--- src/sv/sprle_pkg.sv ---
`timescale 1ns / 1ps
// ----------------------------------------------------------------------------
// sprle_pkg
// Types, constants and the code-at-head decoder shared by the subpicture
// run-length code decoder.
// ----------------------------------------------------------------------------
package sprle_pkg;

    // Bit window: up to 17 leftover bits plus one new byte, oldest bit at MSB
    localparam int WinW     = 25;
    localparam int CntW     = 5;
    localparam int ByteW    = 8;
    localparam int MaxRecs  = 3;

    // 2-bit code thresholds
    localparam logic [3:0]  TwoLim1 = 4'd4;
    localparam logic [7:0]  TwoLim2 = 8'd16;
    localparam logic [11:0] TwoLim3 = 12'h040;

    // 8-bit code run offsets
    localparam logic [7:0] ShortRunBase = 8'd2;
    localparam logic [7:0] LongRunBase  = 8'd9;

    // Code lengths
    localparam logic [CntW-1:0] LenNib1   = 5'd4;
    localparam logic [CntW-1:0] LenNib2   = 5'd8;
    localparam logic [CntW-1:0] LenNib3   = 5'd12;
    localparam logic [CntW-1:0] LenNib4   = 5'd16;
    localparam logic [CntW-1:0] LenHdr    = 5'd2;
    localparam logic [CntW-1:0] LenNarrow = 5'd4;   // header + 2 color bits
    localparam logic [CntW-1:0] LenWide   = 5'd10;  // header + 8 color bits
    localparam logic [CntW-1:0] LenShort  = 5'd4;   // flag + 3 bits
    localparam logic [CntW-1:0] LenLong   = 5'd8;   // flag + 7 bits

    // Status codes
    localparam logic StatRun   = 1'b0;
    localparam logic StatTrunc = 1'b1;

    // One result record
    typedef struct packed {
        logic [7:0] color;
        logic [7:0] run;
        logic       eol;
        logic       status;
    } t_rec;

    // Records caused by one input byte
    typedef struct packed {
        t_rec [MaxRecs-1:0] recs;
        logic [1:0]         cnt;
    } t_bnd;

    // Decode result for the code at the head of the window
    typedef struct packed {
        logic            ok;
        logic [CntW-1:0] len;
        t_rec            rec;
    } t_dec;

    localparam t_rec TruncRec = '{color: 8'd0, run: 8'd0, eol: 1'b0, status: StatTrunc};

    // Decode one code from a left-aligned window holding cnt valid bits
    function automatic t_dec decode_head(input logic [WinW-1:0] win,
                                         input logic [CntW-1:0] cnt,
                                         input logic            mode8);
        t_dec            d;
        logic [15:0]     v;
        logic [CntW-1:0] len;
        logic [CntW-1:0] pos;
        logic [7:0]      rem;
        logic [6:0]      n;
        d   = '0;
        v   = '0;
        len = '0;
        pos = '0;
        rem = '0;
        n   = '0;
        if (!mode8) begin
            // nibble code: extend while the value stays below the limit
            if (win[24:21] >= TwoLim1) begin
                v   = {12'd0, win[24:21]};
                len = LenNib1;
            end else if (win[24:17] >= TwoLim2) begin
                v   = {8'd0, win[24:17]};
                len = LenNib2;
            end else if (win[24:13] >= TwoLim3) begin
                v   = {4'd0, win[24:13]};
                len = LenNib3;
            end else begin
                v   = win[24:9];
                len = LenNib4;
            end
            d.rec.color  = {6'd0, v[1:0]};
            d.rec.eol    = (v < 16'd4);
            d.rec.run    = d.rec.eol ? 8'd0 : v[9:2];
            d.rec.status = StatRun;
            d.len        = len;
            d.ok         = (cnt >= len);
        end else begin
            // flag code: run flag, wide flag, color, optional run field
            pos = win[23] ? LenWide : LenNarrow;
            rem = win[23] ? win[14:7] : win[20:13];
            d.rec.color  = win[23] ? win[22:15] : {6'd0, win[22:21]};
            d.rec.status = StatRun;
            d.rec.eol    = 1'b0;
            if (!win[24]) begin
                len       = pos;
                d.rec.run = 8'd1;
            end else if (rem[7]) begin
                n   = rem[6:0];
                len = pos + LenLong;
                if (n == 7'd0) begin
                    d.rec.eol = 1'b1;
                    d.rec.run = 8'd0;
                end else begin
                    d.rec.run = {1'b0, n} + LongRunBase;
                end
            end else begin
                len       = pos + LenShort;
                d.rec.run = {5'd0, rem[6:4]} + ShortRunBase;
            end
            d.len = len;
            d.ok  = (cnt >= LenHdr) && (cnt >= len);
        end
        return d;
    endfunction

endpackage

--- src/sv/subpicture_rle_code_decoder_unit.sv ---
`timescale 1ns / 1ps
// ----------------------------------------------------------------------------
// subpicture_rle_code_decoder_unit
// Subpicture run-length code decoder: bytes in MSB first, run records out.
// ----------------------------------------------------------------------------
// A byte's records are registered as one group and sent from the queue head.
// Throughput: one byte per cycle and one record per cycle; a byte yields 0..3
//   records, held in a two-entry record-group queue that sets input ready.
// Reset (synchronous, active low) clears the bit window, the pending count,
//   the mode register and the queue. A mode write also empties the window.
module subpicture_rle_code_decoder_unit (
    input  logic        i_clk,
    input  logic        i_rst_n,
    // configuration write: bit 0 = eight_bit_mode
    input  logic        i_cfg_valid,
    output logic        o_cfg_ready,
    input  logic        i_cfg_data,
    // coded byte stream
    input  logic        i_s_tvalid,
    output logic        o_s_tready,
    input  logic [7:0]  i_s_tdata,   // [7:0] stream_byte
    input  logic        i_s_tlast,   // end_of_data
    // run records
    output logic        o_m_tvalid,
    input  logic        i_m_tready,
    output logic [23:0] o_m_tdata,   // [7:0] pixel_color, [15:8] run_length,
                                     // [16] to_line_end, [23:17] zero
    output logic        o_m_tuser,   // status
    output logic        o_m_tlast    // last_of_item
);

    logic [sprle_pkg::WinW-1:0] r_win, n_win;
    logic [sprle_pkg::CntW-1:0] r_cnt, n_cnt;
    logic                       r_mode;
    sprle_pkg::t_bnd            r_b0, r_b1, n_bnd;
    logic                       r_v0, r_v1;
    logic [1:0]                 r_idx;

    logic                       in_acc, out_acc, out_last, pop_done, push;
    logic [sprle_pkg::WinW-1:0] w0, w1, w2;
    logic [sprle_pkg::CntW-1:0] c0, c1, c2;
    sprle_pkg::t_dec            d1, d2;
    logic                       trunc;
    logic [1:0]                 nrun;

    assign o_cfg_ready = 1'b1;
    assign o_s_tready  = !r_v1;
    assign in_acc      = i_s_tvalid && o_s_tready;

    // merge the new byte under the pending bits and decode up to two codes
    always_comb begin
        w0 = r_win | ({i_s_tdata, {(sprle_pkg::WinW - sprle_pkg::ByteW){1'b0}}} >> r_cnt);
        c0 = r_cnt + sprle_pkg::CntW'(sprle_pkg::ByteW);
        d1 = sprle_pkg::decode_head(w0, c0, r_mode);
        w1 = d1.ok ? (w0 << d1.len) : w0;
        c1 = d1.ok ? (c0 - d1.len) : c0;
        d2 = sprle_pkg::decode_head(w1, c1, r_mode);
        d2.ok = d2.ok && d1.ok;
        w2 = d2.ok ? (w1 << d2.len) : w1;
        c2 = d2.ok ? (c1 - d2.len) : c1;
        trunc = i_s_tlast && (c2 != '0);
        nrun  = {1'b0, d1.ok} + {1'b0, d2.ok};
        n_bnd.recs[0] = d1.ok ? d1.rec : sprle_pkg::TruncRec;
        n_bnd.recs[1] = d2.ok ? d2.rec : sprle_pkg::TruncRec;
        n_bnd.recs[2] = sprle_pkg::TruncRec;
        n_bnd.cnt     = nrun + {1'b0, trunc};
        n_win = i_s_tlast ? '0 : w2;
        n_cnt = i_s_tlast ? '0 : c2;
    end

    assign push = in_acc && (n_bnd.cnt != 2'd0);

    // mode register and bit window
    always_ff @(posedge i_clk) begin
        if (!i_rst_n) begin
            r_mode <= 1'b0;
            r_win  <= '0;
            r_cnt  <= '0;
        end else if (i_cfg_valid) begin
            r_mode <= i_cfg_data;
            r_win  <= '0;
            r_cnt  <= '0;
        end else if (in_acc) begin
            r_win <= n_win;
            r_cnt <= n_cnt;
        end
    end

    // output side: head record group, one record per transfer
    assign o_m_tvalid = r_v0;
    assign out_acc    = r_v0 && i_m_tready;
    assign out_last   = (r_idx == (r_b0.cnt - 2'd1));
    assign pop_done   = out_acc && out_last;

    assign o_m_tdata  = {7'd0, r_b0.recs[r_idx].eol, r_b0.recs[r_idx].run,
                         r_b0.recs[r_idx].color};
    assign o_m_tuser  = r_b0.recs[r_idx].status;
    assign o_m_tlast  = out_last;

    // two-entry record-group queue
    always_ff @(posedge i_clk) begin
        if (!i_rst_n) begin
            r_v0  <= 1'b0;
            r_v1  <= 1'b0;
            r_idx <= 2'd0;
        end else begin
            if (pop_done) begin
                r_idx <= 2'd0;
            end else if (out_acc) begin
                r_idx <= r_idx + 2'd1;
            end
            if (pop_done) begin
                if (r_v1) begin
                    r_v0 <= 1'b1;
                    r_v1 <= 1'b0;
                end else begin
                    r_v0 <= push;
                end
            end else if (push) begin
                if (!r_v0) begin
                    r_v0 <= 1'b1;
                end else begin
                    r_v1 <= 1'b1;
                end
            end
        end
    end

    // queue payload
    always_ff @(posedge i_clk) begin
        if (pop_done) begin
            if (r_v1) begin
                r_b0 <= r_b1;
            end else if (push) begin
                r_b0 <= n_bnd;
            end
        end else if (push) begin
            if (!r_v0) begin
                r_b0 <= n_bnd;
            end else begin
                r_b1 <= n_bnd;
            end
        end
    end

    // checks
    a_tail_needs_head: assert property (@(posedge i_clk) disable iff (!i_rst_n)
        r_v1 |-> r_v0)
        else $error("second queue entry valid while head empty");

    a_idx_in_group: assert property (@(posedge i_clk) disable iff (!i_rst_n)
        r_v0 |-> (r_idx < r_b0.cnt))
        else $error("record index beyond head group");

    a_pending_bound: assert property (@(posedge i_clk) disable iff (!i_rst_n)
        r_cnt <= 5'd17)
        else $error("pending bit count out of range");

    a_eod_clears: assert property (@(posedge i_clk) disable iff (!i_rst_n)
        (in_acc && i_s_tlast) |=> (r_cnt == '0))
        else $error("window not cleared after end of data");

endmodule

--- config.mk ---
export PLATFORM = sky130hd
export DESIGN_NAME = subpicture_rle_code_decoder_unit
export DESIGN_NICKNAME = d
export VERILOG_FILES = /design/src/sv/sprle_pkg.sv /design/src/sv/subpicture_rle_code_decoder_unit.sv
export SDC_FILE = /design/constraint.sdc
export NUM_CORES = 1
export LEC_CHECK = 0
export CORE_MARGIN = 2
export CORE_UTILIZATION = 30
export DETAILED_ROUTE_END_ITERATION = 6
export DONT_BUFFER_PORTS = 1
export GPL_ROUTABILITY_DRIVEN = 0
export GPL_TIMING_DRIVEN = 0
export PLACE_DENSITY = 0.44
export RECOVER_POWER = 100
export SYNTH_ARGS = -nofsm -noshare
export SYNTH_HDL_FRONTEND = slang
export SYNTH_SLANG_ARGS = --single-unit
--- constraint.sdc ---
create_clock -name i_clk -period 13.35 [get_ports i_clk]
set_clock_uncertainty 0.05 [all_clocks]
set_input_delay 2.67 -clock i_clk [delete_from_list [all_inputs] [get_ports i_clk]]
set_output_delay 2.67 -clock i_clk [all_outputs]
set_load 0.005 [all_outputs]
==> flow_summary.toml, run 1 <==
[run_status]
status = "complete, no violations"

[clock_tree]
clock-root-buffer = "clkbuf_16"
cts-buffers-inserted = 9
cts.sinks = 110
cts.clk_slew.worst_paths_ns = 0.08
worstSkewPairLatency_ns = 0.38
cts-hold-fix-buffers = 0
post-cts-setup-buffers = 0
tritoncts = "built"
cts.path.max_buffers = 2
htreeDepth = 3
post_cts_sizing = 0

[synthesis]
netlist.top_cell.by_area = "edfxtp_1"
synthSimpleGateAreaFrac = 0.193
proportion_of_synthesized_flip_flops_having_asynchronous_set_or_reset = 0
post_synthesis_compound_gate_area_fraction = 0.269
synth_area_per_cell_um2 = 8.43
post_synthesis_cell_area_um2 = 9550
post_synth_mux_area_share = 0.109
ys_seq_area_frac = 0.310
postSynth.topFlopCell = "edfxtp_1"
synth_xor_xnor_area_share = 0.0165
synth_enable_flop_cells = 76
postSynthRegisterBits = 110
syn_inst = 1133
yosys-top-cells-area = "edfxtp_1 (24%), dfxtp_1 (7.1%), mux2i_1 (5.8%)"
synth_warnings = 0
synth_largest_type_area_fraction = 0.239
main_combinational_cell_family_by_area_after_synthesis = "compound AO/OA/AOI/OAI gates"
synth_adder_area_share = 0.0430
synth.distinct_cells = 104

[setup_path]
max_stage_delay_ns = 0.78
path_buf_inv = 10
cp-end-kind = "register"
path_max_fanout = 25
cp.arrival_ns = 12.76
path_class = "in2reg"
critPathRequiredTime_ns = 13.38
cp-start-kind = "input pin"
critPathSlowestCell = "o21ai_0"
critical_path.top_delay_family = "compound AO/OA/AOI/OAI gates"

[floorplan]
core.rowCount = 65
die_area_um2 = 33300
core_um2 = 31500
die_height_um = 182
die_w_um = 182
ios = 44
initial_core_util = 0.304

[grt]
wire_length_of_the_first_global_routing_pass_um = 58900
largest_net_degree_at_the_start_of_global_routing = 31
grt_remaining_overflow = 0
first_global_vias = 9243
antenna_found_initial = 0
grt_usage = 0.236

[timing]
maxSlewHeadroom = 0.186
layout_setup_ws_ns = 0.624
layout_min_cycle_time_ns = 12.73
max_freq_mhz = 78.6
rsz_0062_raised_after_global_routing = "false"
hold_viol_final = 0
min_period_over_period = 0.953
timing_worst_slew_pin_value_ns = 1.22
final-setup-viol-count = 0
drv_slew = 0

[detailed_routing]
detailedRoute.firstPassIterationCount = 6
route.detailed.vias_per_inst = 6.04
detailroute.via_count = 9416
routedWlPerCell_um = 25.0
detailedRoute.firstIterationViolations = 934
remaining_drc_errors = 0
antenna_violating_nets_remaining = 0
finalWirelength_um = 39000

[placement]
pre_cts_worst_setup_slack_ns = 0.512
place.port_buffers = 0
detailedPlacementHpwl_um = 30100

[cells_and_area]
insertedDiodeCount = 0
combined_area_of_the_multi_input_logic_cells_um2 = 6070
regArea_um2 = 2960
fillCellCount = 3333
drive_gt1_frac = 0.134
most_used_cells_in_the_layout_excluding_fill_and_tap_cells = "nor2_1 (115), nand2_1 (114), a21oi_1 (83), o21ai_0 (81), edfxtp_1 (76)"
area_growth_pct = 9.34
nNetsFinal = 1198
commonest_non_fill_non_tap_cell_in_the_layout = "nor2_1"

[job]
cap_viol_max_count = 0

[min_path]
hold_path_class = "reg2reg"
-- path summary, 6_finish.rpt --
check,cells past startpoint,endpoint,slack (ns),startpoint
max,34,r_b0[9],0.62,i_s_tdata[7]
min,2,r_win[3],0.44,r_win[3]
max reg2reg,34,r_b0[9],2.04,r_cnt[2]
min reg2reg,2,r_win[3],0.44,r_win[3]
-- synth_stat cells (all sizes together), types with 14 or more instances --
cell type	n
mux2i	55
mux2	41
clkbuf	35
o21ai	90
a31oi	18
nand3	37
ha	28
a21oi	87
inv	32
o211ai	16
edfxtp	76
nor3	30
nor2	117
nand2	116
buf	51
a22oi	14
dfxtp	34
o31ai	16
-- per-stage QoR --
stage               instance area (µm²)  std cells  hold WS [ns]  setup TNS [ns]   util
finish                            10400       1559         0.438               0  0.332
global route                      10400       1559         0.448               0  0.332
CTS                               10500       1559         0.437               0  0.332
detailed placement                10100       1543         0.425               0  0.322
global placement                  10100       1541         0.418         -181.04  0.320
floorplan                          9580       1139         0.381               0      -
-- layer usage --
metal,share of wire,global-route usage,vias up
met4,0.048,0.108,0
li1,-,-,4294
met1,0.43,0.318,4483
met5,0,0,-
met2,0.44,0.367,530
met3,0.084,0.0421,109
-- worst min-delay path, stage by stage, from the launching register on --
cell,delay [ns]
dfxtp_1,0.33
nand2_1,0.06
a21oi_1,0.05
-- cell type report --
| cell class | instances | share of cell area |
|---|---|---|
| clock buffers | 9 | 0.0216 |
| clock inverters | 7 | 0.00779 |
| multi-input cells | 909 | 0.582 |
| flip-flops and latches | 110 | 0.284 |
| repair buffers | 2 | 0.00383 |
| inverters | 34 | 0.0125 |
| plain buffers | 86 | 0.0411 |
| well taps | 402 | 0.0481 |
-- sequential cells by signal (all words and copies together), names as in the netlist --
register,cells
o_m_tvalid,1
r_b0,38
r_b1,38
r_cnt,4
r_idx,2
r_mode,1
r_v1,1
r_win,25
-- cell families (layout without fill, tap and decap cells) --
family / count (synthesis) / after routing
buf+inv: 120 / 138
mux: 97 / 97
fa+ha+maj: 31 / 31
flops: 110 / 110
xor+xnor: 18 / 18
simple gates: 386 / 386
compound gates: 369 / 369
other cells: 2 / 8
Power of run 1 is left out: the tool's default activity adds up to more than one toggle a clock period on the data nets, which glitch-free logic cannot reach.
==> inputs of run 2 (changes only) <==
--- a/config.mk
+++ b/config.mk
@@ -5,13 +5,13 @@
 export SDC_FILE = /design/constraint.sdc
 export NUM_CORES = 1
 export LEC_CHECK = 0
+export BUFFER_PORTS_ARGS = -buffer_cell sky130_fd_sc_hd__buf_2
 export CORE_MARGIN = 2
-export CORE_UTILIZATION = 30
+export CORE_UTILIZATION = 45
 export DETAILED_ROUTE_END_ITERATION = 6
-export DONT_BUFFER_PORTS = 1
 export GPL_ROUTABILITY_DRIVEN = 0
 export GPL_TIMING_DRIVEN = 0
-export PLACE_DENSITY = 0.44
+export PLACE_DENSITY = 0.61
 export RECOVER_POWER = 100
 export SYNTH_ARGS = -nofsm -noshare
 export SYNTH_HDL_FRONTEND = slang
==> run 2 against run 1 <==
Against the previous run:
- core utilization grew 17 points
- worst setup slack better by 0.31 ns
- cell count decreased by 6.0%
- hold slack worse by 0.017 ns
- sequential cell count unchanged
- die area decreased by 33%
- critical path depth unchanged
==> flow_summary.toml, run 2 (same netlist as run 1, synthesis figures left out) <==
[clock_tree]
cts-buffers-inserted = 9
cts-hold-fix-buffers = 0
post_cts_sizing = 0
htreeDepth = 3
worstSkewPairLatency_ns = 0.37
cts.clk_slew.worst_paths_ns = 0.09
clock-root-buffer = "clkbuf_16"
cts.path.max_buffers = 2
cts.sinks = 110
post-cts-setup-buffers = 0
tritoncts = "built"

[floorplan]
die_w_um = 150
initial_core_util = 0.456
die_area_um2 = 22400
core_um2 = 21000
die_height_um = 150
ios = 44
core.rowCount = 53

[detailed_routing]
detailedRoute.firstIterationViolations = 1289
detailroute.via_count = 9629
route.detailed.vias_per_inst = 6.57
detailedRoute.firstPassIterationCount = 6
antenna_violating_nets_remaining = 0
remaining_drc_errors = 0
routedWlPerCell_um = 23.8
finalWirelength_um = 34900

[cells_and_area]
regArea_um2 = 2960
drive_gt1_frac = 0.143
biggestRegsByFlops = "r_b0: 38 flops, r_b1: 38 flops, r_win: 25 flops"
most_used_cells_in_the_layout_excluding_fill_and_tap_cells = "nor2_1 (115), nand2_1 (114), a21oi_1 (84), o21ai_0 (81), edfxtp_1 (76)"
utilization = 0.498
nNetsFinal = 1232
commonest_non_fill_non_tap_cell_in_the_layout = "nor2_1"
fillCellCount = 2083
insertedDiodeCount = 0
combined_area_of_the_multi_input_logic_cells_um2 = 6070
fin_area_um2 = 10400
area_growth_pct = 9.25

[timing]
timing_worst_slew_pin_value_ns = 1.18
layout_min_cycle_time_ns = 12.42
rsz_0062_raised_after_global_routing = "false"
hold_viol_final = 0
drv_slew = 0
final-setup-viol-count = 0
min_period_over_period = 0.930
layout_setup_ws_ns = 0.935
maxSlewHeadroom = 0.213
max_freq_mhz = 80.5

[grt]
largest_net_degree_at_the_start_of_global_routing = 31
grt_remaining_overflow = 0
antenna_found_initial = 0
grt_usage = 0.308
wire_length_of_the_first_global_routing_pass_um = 52200
first_global_vias = 8709

[setup_path]
path_max_fanout = 28
cp-end-kind = "register"
path_class = "in2reg"
cp-start-kind = "input pin"
critPathSlowestCell = "a21oi_1"
critPathRequiredTime_ns = 13.38
max_stage_delay_ns = 0.72
cp.arrival_ns = 12.44

[placement]
pre_cts_worst_setup_slack_ns = 1.14
place.port_buffers = 34
detailedPlacementHpwl_um = 26400
placed_area_um2 = 10100

[job]
cap_viol_max_count = 0

[min_path]
hold_path_class = "reg2reg"

[run_status]
status = "complete, no violations"
[run 2: cell types whose count changed in the layout (fill, tap and decap cells not counted), moves of 2 or more]
cell	previous run	this run
clkinv_4	3	0
buf_2	28	43
clkbuf_1	43	59
inv_6	0	3
clkbuf_2	0	2
[run 2: metrics by stage]
stage / std cells / TNS (ns) / hold WS (ns)
after CTS: 1466 / 0 / 0.422
after floorplan: 1139 / 0 / 0.381
after global placement: 1448 / -110.58 / 0.407
after detailed placement: 1450 / 0 / 0.412
after global routing: 1466 / 0 / 0.445
final: 1466 / 0 / 0.421
[run 2: final cells by class]
type                    instances  share of cell area
clock buffers                   9              0.0216
inverters                      34              0.0125
repair buffers                 36              0.0181
clock inverters                 7             0.00827
well taps                     275              0.0330
plain buffers                  86              0.0411
multi-input cells             909               0.582
flip-flops and latches        110               0.284
[run 2: final timing paths]
path | startpoint | endpoint | slack [ns] | cells past startpoint
worst max-delay path | i_s_tdata[6] | r_b1[12] | 0.93 | 34
worst min-delay path | r_win[3] | r_win[3] | 0.42 | 2
worst max register to register | r_cnt[2] | r_b1[12] | 2.56 | 34
worst min register to register | r_win[3] | r_win[3] | 0.42 | 2
[run 2: layer usage]
metal,part of all wire,GRT usage,vias up
li1,-,-,4354
met1,0.40,0.411,4466
met2,0.42,0.464,656
met3,0.11,0.0646,153
met4,0.063,0.175,0
met5,0,0,-
[run 2: critical path: cells and delay by family]
family                   cells  cell delay (ns)
AND/OR/NAND/NOR              7             1.33
adder cells (fa/ha/maj)      3             1.20
buffers and inverters       10             3.59
AO/OA/AOI/OAI               13             3.42
XOR/XNOR                     1             0.19
Power of run 2 is left out for the same reason.
